### config.mk
export PLATFORM = sky130hd
export DESIGN_NAME = csalu_div_cell
export DESIGN_NICKNAME = d
export VERILOG_FILES = /design/src/rtl/csalu_pkg.sv /design/src/rtl/csalu_div_cell.sv
export SDC_FILE = /design/constraint.sdc
export NUM_CORES = 1
export LEC_CHECK = 0
export BUFFER_PORTS_ARGS = -buffer_cell sky130_fd_sc_hd__buf_2
export CORE_AREA = 2 2 176 178
export CTS_BUF_LIST = sky130_fd_sc_hd__clkbuf_16
export DETAILED_ROUTE_END_ITERATION = 10
export DIE_AREA = 0 0 178 180
export GPL_ROUTABILITY_DRIVEN = 0
export MAX_ROUTING_LAYER = met4
export PLACE_DENSITY_LB_ADDON = 0.15
export SYNTH_ARGS = -nofsm -noshare
export SYNTH_HDL_FRONTEND = slang
export SYNTH_SLANG_ARGS = --single-unit
### constraint.sdc
create_clock -name aclk -period 7.5 [get_ports aclk]
set_clock_uncertainty 0.05 [all_clocks]
set_input_delay 0.375 -clock aclk [delete_from_list [all_inputs] [get_ports aclk]]
set_output_delay 0.375 -clock aclk [all_outputs]
set_load 0.03 [all_outputs]
### src/rtl/csalu_pkg.sv
// Package for the complex sample ALU: action codes, register indices, default widths and the
// control group that travels with each request down the pipeline.
// No dependencies.
package csalu_pkg;

    localparam int SAMPLE_WIDTH_DEF  = 16;
    localparam int FRACTION_BITS_DEF = 12;

    typedef enum logic [2:0] {
        ACT_ADD   = 3'd0,
        ACT_SUB   = 3'd1,
        ACT_MUL   = 3'd2,
        ACT_DIV   = 3'd3,
        ACT_SCALE = 3'd4,
        ACT_BIAS  = 3'd5
    } action_t;

    typedef enum logic [1:0] {
        REG_SCALE_RE = 2'd0,
        REG_SCALE_IM = 2'd1,
        REG_BIAS_RE  = 2'd2,
        REG_BIAS_IM  = 2'd3
    } reg_index_t;

    // Control flags that ride beside each request through the divider cells.
    typedef struct packed {
        logic is_div;
        logic zdiv;
        logic sat;
        logic last;
        logic neg_re;
        logic neg_im;
    } ctl_t;

endpackage

### src/rtl/csalu_div_cell.sv
// One restoring-division cell of the complex sample ALU: develops one
// quotient bit for the real and the imaginary lane. Depends on csalu_pkg.
module csalu_div_cell #(
    parameter int W  = csalu_pkg::SAMPLE_WIDTH_DEF,
    parameter int NQ = 2*csalu_pkg::SAMPLE_WIDTH_DEF + csalu_pkg::FRACTION_BITS_DEF
) (
    input  logic              aclk,
    input  logic              aresetn,
    input  logic              en,
    input  logic              v_in,
    input  csalu_pkg::ctl_t   ctl_in,
    input  logic [W-1:0]      r_re_in,
    input  logic [W-1:0]      r_im_in,
    input  logic [2*W-1:0]    den_in,
    input  logic [2*W-1:0]    rem_re_in,
    input  logic [2*W-1:0]    rem_im_in,
    input  logic [NQ-1:0]     n_re_in,
    input  logic [NQ-1:0]     n_im_in,
    output logic              v_out,
    output csalu_pkg::ctl_t   ctl_out,
    output logic [W-1:0]      r_re_out,
    output logic [W-1:0]      r_im_out,
    output logic [2*W-1:0]    den_out,
    output logic [2*W-1:0]    rem_re_out,
    output logic [2*W-1:0]    rem_im_out,
    output logic [NQ-1:0]     n_re_out,
    output logic [NQ-1:0]     n_im_out
);
    import csalu_pkg::*;

    logic [2*W:0] sh_re, sh_im, tr_re, tr_im;

    always_comb begin
        sh_re = {rem_re_in, n_re_in[NQ-1]};
        sh_im = {rem_im_in, n_im_in[NQ-1]};
        tr_re = sh_re - {1'b0, den_in};
        tr_im = sh_im - {1'b0, den_in};
    end

    always_ff @(posedge aclk) begin
        if (!aresetn) begin
            v_out <= 1'b0;
        end else if (en) begin
            v_out <= v_in;
        end
    end

    always_ff @(posedge aclk) begin
        if (en) begin
            ctl_out    <= ctl_in;
            r_re_out   <= r_re_in;
            r_im_out   <= r_im_in;
            den_out    <= den_in;
            rem_re_out <= tr_re[2*W] ? sh_re[2*W-1:0] : tr_re[2*W-1:0];
            rem_im_out <= tr_im[2*W] ? sh_im[2*W-1:0] : tr_im[2*W-1:0];
            n_re_out   <= {n_re_in[NQ-2:0], ~tr_re[2*W]};
            n_im_out   <= {n_im_in[NQ-2:0], ~tr_im[2*W]};
        end
    end

endmodule
==> flow_metrics.env, run 1 <==
export IMPL_area_growth_pct=45.1
export IMPL_grtUsageTotal_pct=21.7
export IMPL_vdd_drop_max_v=0.000147
export IMPL_setup_tns_ns=0
export IMPL_grt_pass1_vias=8941
export IMPL_dieArea_sq_um=32000
export IMPL_slew_violations=0
export IMPL_path_class="primary input to flip-flop"
export IMPL_finalSetupViolCount=0
export IMPL_cts_setup_buffers=0
export IMPL_drtAntennaViolNets=0
export IMPL_drive_gt1_share_pct=39.0
export IMPL_chipHeight_um=180
export IMPL_io_buffers=448
export IMPL_critPathLaunchType="primary input"
export IMPL_grt_busiest_layer="met2"
export IMPL_totalPowerFinal_mw=3.89
export IMPL_timing_final_crit_share_pct=58.4
export IMPL_cts_made_buffers=25
export IMPL_grt_max_degree=92
export IMPL_htree_levels=1
export IMPL_synthSimpleGateAreaFrac_pct=6.25
export IMPL_critPathMaxFanout=18
export IMPL_nNetsFinal=1707
export IMPL_cp_required_ns=7.72
export IMPL_ioPinCount=449
export IMPL_wl_per_cell_um=19.3
export IMPL_grt_use_met1_pct=24.5
export IMPL_drt_iter0_markers=379
export IMPL_p_per_area_nw_per_um2=241
export IMPL_fp_row_count=64
export IMPL_grt_pass1_wl_um=51700
export IMPL_drc=0
export IMPL_hpwl_um=26400
export IMPL_met2_usage_pct=36.9
export IMPL_cts_buffer_depth=3
export IMPL_clkSlewWorstSetupHoldPaths_ns=0.06
export IMPL_worstSetupEndpointType="flip-flop"
export IMPL_cts_hold_buf=151
export IMPL_ys_types=63
export IMPL_dieWidth_um=178
export IMPL_fin_crit_ns=4.38
export IMPL_cts_sinks=223
export IMPL_synth_xor_xnor_area_share_pct=4.48
export IMPL_antenna_found_initial=4
export IMPL_rsz0062_at_grt="false"
export IMPL_arrival_ns=4.60
export IMPL_synthFlopType="edfxtp_1"
export IMPL_vias=8873
export IMPL_cts_root_buf="clkbuf_16"
export IMPL_syn_area_sq_um=11100
export IMPL_ctsResizeCount=0
export IMPL_drt_wl_total_um=35400
export IMPL_status="finished, final reports clean"
export IMPL_grt_use_met3_pct=5.77
export IMPL_leakagePower_nw=7.22
export IMPL_synth_edf_count=222
export IMPL_worst_pin_slew_ns=0.968
export IMPL_start_util_pct=36.8
export IMPL_tritoncts="built"
export IMPL_synth_top_family_by_area="compound AO/OA/AOI/OAI gates"
export IMPL_maxCapViolations=0
export IMPL_core_area_sq_um=30200
export IMPL_viasPerCell=4.84
export IMPL_ys_seq_area_share_pct=60.1
export IMPL_clk_latency_ns=0.51
export IMPL_ys_ff_latch=223
export IMPL_hold_viol_final=0
export IMPL_async_flop_share_pct=0
export IMPL_synth_nets=1096
export IMPL_muxShareOfSynthArea_pct=8.28
export IMPL_fmax_mhz=228
export IMPL_synth_area_per_cell_sq_um=13.8
export IMPL_dr_pass1_iters=4
export IMPL_relSlewSlack_pct=35.5
export IMPL_synth_fa_ha_area_share_pct=7.56
export IMPL_hold_path_class="primary input to flip-flop"
export IMPL_syn_inst=804
export IMPL_gr_total_overflow=0
export IMPL_ys_warn_count=0
export IMPL_synth_compound_area_share_pct=10.5
-- cell type report --
type	instances	area [sq um]
fillers	2617	14000
flip-flops and latches	223	6690
multi-input cells	513	4140
repair buffers	603	3790
clock buffers	25	626
well taps	396	495
clock inverters	19	208
inverters	49	184
diodes	4	10.0
-- routing by layer --
layer | part of all wire, % | vias up
met5 | 0 | -
met4 | 3.5 | 0
met3 | 8.1 | 59
met2 | 49 | 320
met1 | 39 | 4221
li1 | - | 4273
-- cell usage after synthesis (all sizes together), types with 4 or more instances --
| master | number | area [sq um] |
|---|---|---|
| a21oi | 61 | 309 |
| nor3 | 11 | 55.1 |
| nand2b | 8 | 50.1 |
| or3 | 5 | 36.3 |
| mux2 | 57 | 811 |
| o21a | 11 | 82.6 |
| nor2b | 9 | 56.3 |
| a211oi | 5 | 37.5 |
| ha | 64 | 801 |
| nand3 | 12 | 60.1 |
| inv | 49 | 184 |
| nor2 | 30 | 113 |
| buf | 9 | 87.6 |
| o21ai | 30 | 154 |
| a21o | 24 | 180 |
| nand2 | 48 | 180 |
| mux2i | 11 | 110 |
| clkbuf | 10 | 37.5 |
| xor2 | 21 | 184 |
| xnor2 | 35 | 314 |
| edfxtp | 222 | 6670 |
| o21bai | 4 | 30.0 |
| o211ai | 8 | 60.1 |
| nand4 | 7 | 43.8 |
| and3 | 4 | 25.0 |
| a31oi | 9 | 62.6 |
-- cells by family (layout without fill, tap and decap cells) --
family          after synthesis  count (layout)
xor+xnor                     56              56
simple gates                144             144
mux                          68              68
compound gates              179             179
other cells                   0               4
buf+inv                      68             696
flops                       223             223
fa+ha+maj                    66              66
-- path summary, 6_finish.rpt --
check | endpoint | cells past startpoint | start | slack (ns)
min | den_out[20] | 1 | den_in[20] | 0.02
min reg2reg | v_out | 2 | v_out | 0.47
max reg2reg | v_out | 2 | v_out | 6.86
max | rem_re_out[11] | 15 | den_in[4] | 3.12
-- state kept, by name (all words and copies together), names as in the netlist --
name and cells:
r_re_out 16, rem_re_out 32, den_out 32, n_im_out 44, rem_im_out 32, n_re_out 44, v_out 1, ctl_out 6
r_im_out 16
-- critical path, cell delays in order --
cell,delay [ns]
dlygate4sd3_1,0.52
buf_2,0.12
inv_1,0.06
ha_1,0.37
o211ai_1,0.12
a21oi_1,0.20
o32ai_1,0.17
a21oi_2,0.24
a31oi_2,0.21
o31a_1,0.34
o31a_1,0.35
nor3_1,0.17
a311o_2,0.55
buf_4,0.42
mux2_2,0.38
-- cells in the final DEF (no fill, tap or decap), types with 3 or more instances in the layout --
| master | synthesis | routed |
|---|---|---|
| a211o_1 | 3 | 3 |
| buf_4 | 0 | 4 |
| nor3_1 | 11 | 11 |
| nor2b_1 | 9 | 9 |
| ha_1 | 64 | 64 |
| a31oi_1 | 8 | 8 |
| diode_2 | 0 | 4 |
| buf_2 | 1 | 447 |
| a21o_1 | 24 | 24 |
| dlygate4sd3_1 | 0 | 151 |
| and3_1 | 4 | 4 |
| o211ai_1 | 8 | 8 |
| a21oi_1 | 60 | 60 |
| edfxtp_1 | 222 | 222 |
| xor2_1 | 21 | 21 |
| o21ai_0 | 29 | 29 |
| nand4_1 | 7 | 7 |
| bufinv_16 | 0 | 5 |
| xnor2_1 | 34 | 34 |
| nand3_1 | 12 | 12 |
| nand2b_1 | 8 | 8 |
| a211oi_1 | 5 | 5 |
| inv_1 | 49 | 56 |
| o31a_1 | 3 | 3 |
| mux2_4 | 45 | 45 |
| or3_1 | 4 | 4 |
| mux2i_1 | 11 | 11 |
| nand2_1 | 48 | 48 |
| o21bai_1 | 4 | 4 |
| clkinv_2 | 0 | 4 |
| o21a_1 | 11 | 11 |
| clkbuf_16 | 0 | 25 |
| clkinv_1 | 0 | 3 |
| nor2_1 | 30 | 30 |
| mux2_2 | 12 | 12 |
-- report_power, final --
group,internal (mW),switching [mW]
combinational,0.418,0.636
sequential,1.53,0.0360
clock,0.772,0.493
total,2.72,1.16
-- per-stage QoR --
step	hold WS, ns	cells	setup WS [ns]	utilization [%]	cell area, sq um
floorplan	0.424	804	3.88	-	11100
global placement	0.449	1633	2.94	45.7	13800
detailed placement	0.465	1633	2.84	45.7	13800
CTS	0.000687	1828	3.14	53.4	16100
global route	0.0131	1832	2.91	53.5	16100
finish	0.0212	1832	3.12	53.5	16100
Note: power is estimated with default switching activity, not from simulation.
==> run 2: changes to the inputs <==
--- a/config.mk
+++ b/config.mk
@@ -6,10 +6,10 @@
 export NUM_CORES = 1
 export LEC_CHECK = 0
 export BUFFER_PORTS_ARGS = -buffer_cell sky130_fd_sc_hd__buf_2
-export CORE_AREA = 2 2 176 178
+export CORE_AREA = 2 2 173 175
 export CTS_BUF_LIST = sky130_fd_sc_hd__clkbuf_16
 export DETAILED_ROUTE_END_ITERATION = 10
-export DIE_AREA = 0 0 178 180
+export DIE_AREA = 0 0 175 177
 export GPL_ROUTABILITY_DRIVEN = 0
 export MAX_ROUTING_LAYER = met4
 export PLACE_DENSITY_LB_ADDON = 0.15
==> constraint.sdc (replaced) <==
create_clock -name aclk -period 4.44 [get_ports aclk]
set_clock_uncertainty 0.05 [all_clocks]
set_input_delay 0.222 -clock aclk [delete_from_list [all_inputs] [get_ports aclk]]
set_output_delay 0.222 -clock aclk [all_outputs]
set_load 0.03 [all_outputs]
==> run 2 against run 1 <==
Net effect: sequential share of layout area down 1.7 points; core utilization up 4.1 points; cell count grew 3.5%; critical path depth is the same; global-route usage grew 0.40 points; critical endpoint is now rem_im_out[3].
==> flow_metrics.env, run 2 (synthesis results as in run 1) <==
export IMPL_setup_tns_ns=0
export IMPL_ioPinCount=449
export IMPL_pwr_share_seq_pct=40.5
export IMPL_dieWidth_um=175
export IMPL_relSlewSlack_pct=31.5
export IMPL_ff_latch_area_sq_um=6690
export IMPL_drtAntennaViolNets=0
export IMPL_sw_frac_of_total_pct=30.4
export IMPL_fmax_mhz=248
export IMPL_timing_final_crit_share_pct=90.9
export IMPL_nNetsFinal=1779
export IMPL_antenna_found_initial=1
export IMPL_path_class="primary input to flip-flop"
export IMPL_vias=9103
export IMPL_cts_buffer_depth=3
export IMPL_path_cells="dlygate4sd3_1 -> buf_2 -> ha_1 -> fa_1 -> and2b_1 -> o21ai_2 -> a21boi_2 -> o311ai_1 -> o2111ai_1 -> a31oi_1 -> or3_4 -> o41ai_4 -> xnor2_4 -> buf_12 -> mux2_2"
export IMPL_met3WireLength_um=2210
export IMPL_maxCapViolations=0
export IMPL_multi_input_area_sq_um=4140
export IMPL_cts_root_buf="clkbuf_16"
export IMPL_hpwl_um=25200
export IMPL_chipHeight_um=177
export IMPL_drt_wl_total_um=34900
export IMPL_grtUsageTotal_pct=22.1
export IMPL_cts_made_buffers=26
export IMPL_dieArea_sq_um=31000
export IMPL_slew_violations=0
export IMPL_cpPeakStageDelay_ns=0.53
export IMPL_htree_levels=1
export IMPL_r2r_slack_ns=3.22
export IMPL_cp_required_ns=4.67
export IMPL_wl_met1_um=13800
export IMPL_wl_per_cell_um=18.4
export IMPL_dr_pass1_iters=4
export IMPL_io_buffers=448
export IMPL_hold_path_class="primary input to flip-flop"
export IMPL_worstSetupEndpointType="flip-flop"
export IMPL_worstReg2RegStart="v_out"
export IMPL_critPathBufInv=3
export IMPL_cpLargestDelayFamily="compound AO/OA/AOI/OAI gates"
export IMPL_regToRegEndpoint="v_out"
export IMPL_core_area_sq_um=29200
export IMPL_slowest_stage="dlygate4sd3_1"
export IMPL_power_switching_mw=1.99
export IMPL_drt_iter0_markers=358
export IMPL_rsz0062_at_grt="false"
export IMPL_critPathMaxFanout=25
export IMPL_leakagePower_nw=7.50
export IMPL_critPathLaunchType="primary input"
export IMPL_tritoncts="built"
export IMPL_highest_layer="met4"
export IMPL_fp_row_count=63
export IMPL_grt_max_degree=124
export IMPL_viasPerCell=4.80
export IMPL_vdd_drop_max_v=0.000289
export IMPL_power_frac_comb_pct=28.0
export IMPL_start_util_pct=38.0
export IMPL_cp_depth=15
export IMPL_top_regs="n_im_out x44, n_re_out x44"
export IMPL_final_common_cell="buf_2"
export IMPL_cp_endpoint="rem_im_out[3]"
export IMPL_fin_ws_ns=0.403
export IMPL_p_int_mw=4.56
export IMPL_finalSetupViolCount=0
export IMPL_fill_cells=2418
export IMPL_clkPwrFrac_pct=31.5
export IMPL_place_ws_ns=0.377
export IMPL_timing_critical_path_from="den_in[0]"
export IMPL_worst_pin_slew_ns=1.03
export IMPL_p_per_area_nw_per_um2=389
export IMPL_r2r_cells=3
export IMPL_final_cell_mix="buf_2, edfxtp_1, dlygate4sd3_1"
export IMPL_cts_sinks=223
export IMPL_arrival_ns=4.26
export IMPL_status="finished, final reports clean"
export IMPL_clk_latency_ns=0.53
export IMPL_drive_gt1_share_pct=37.8
export IMPL_grt_pass1_vias=9192
export IMPL_area_growth_pct=51.5
export IMPL_gr_total_overflow=0
export IMPL_drc=0
export IMPL_fin_crit_ns=4.04
export IMPL_clkSlewWorstSetupHoldPaths_ns=0.06
export IMPL_wl_met2_um=17600
export IMPL_grt_pass1_wl_um=51400
export IMPL_hold_viol_final=0
## run 2: cell types whose count changed in the layout (fill, tap and decap cells not counted)
cell           previous run  this run
buf_12                    0         2
buf_4                     4         7
bufinv_16                 5         2
clkbuf_16                25        27
clkinv_1                  3         5
clkinv_2                  4         6
clkinv_4                  0         1
clkinvlp_4                0         4
diode_2                   4         1
dlygate4sd3_1           151       217
inv_1                    56        51
## run 2: power by group through the flow
stage	clock (mW)	sequential (mW)	combinational (mW)
2_1_floorplan	0	3.14	0.688
3_3_place_gp	0	2.69	1.67
3_5_place_dp	0	2.69	1.68
4_1_cts	2.12	2.65	1.84
5_1_grt	2.20	2.67	1.96
6_report	2.07	2.65	1.83
## run 2: layer usage
layer	up-vias	GRT usage, %
met2	338	38.7
met4	0	8.44
met1	4285	25.0
met5	-	-
met3	73	4.42
li1	4407	-
## run 2: area by class of cell
type	instances	share of cell area, %
Antenna cell	1	0.0149
Clock buffer	27	4.01
Clock inverter	20	0.921
Inverter	49	1.09
Multi-Input combinational cell	513	24.6
Sequential cell	223	39.7
Tap cell	390	2.90
Timing Repair Buffer	674	26.8
## run 2: how the worst min path moves through the flow
stage | start | endpoint | depth (start not counted)
2_1_floorplan | ctl_in[0] | ctl_out[0] | 0
3_3_place_gp | n_re_in[21] | n_re_out[22] | 1
3_5_place_dp | n_im_in[4] | n_im_out[5] | 1
4_1_cts | n_im_in[43] | rem_im_out[0] | 3
5_1_grt | rem_re_in[18] | rem_re_out[19] | 3
6_report | n_im_in[43] | rem_im_out[0] | 3
## run 2: timing repair
item	in CTS	in global routing
setup buffers	0	0
endpoints found under the hold margin	216	0
gates resized for setup	0	0
hold buffers	217	0
## run 2: per-stage QoR
stage                     util (%)  std cells  area (sq um)  power [mW]  hold slack, ns
after global placement        47.3       1632         13800        4.36           0.349
after detailed placement      47.3       1632         13800        4.37           0.350
after floorplan                  -        804         11100        3.83           0.271
final                         57.6       1897         16800        6.55          0.0247
after global routing          57.6       1897         16800        6.83          0.0262
after CTS                     57.6       1896         16800        6.61         0.00308
## run 2: worst reg2reg max path, stage by stage, from the launching register on
cell and delay, ns:
dfxtp_1 0.31, mux2i_1 0.14, nor2b_1 0.06, dlygate4sd3_1 0.55
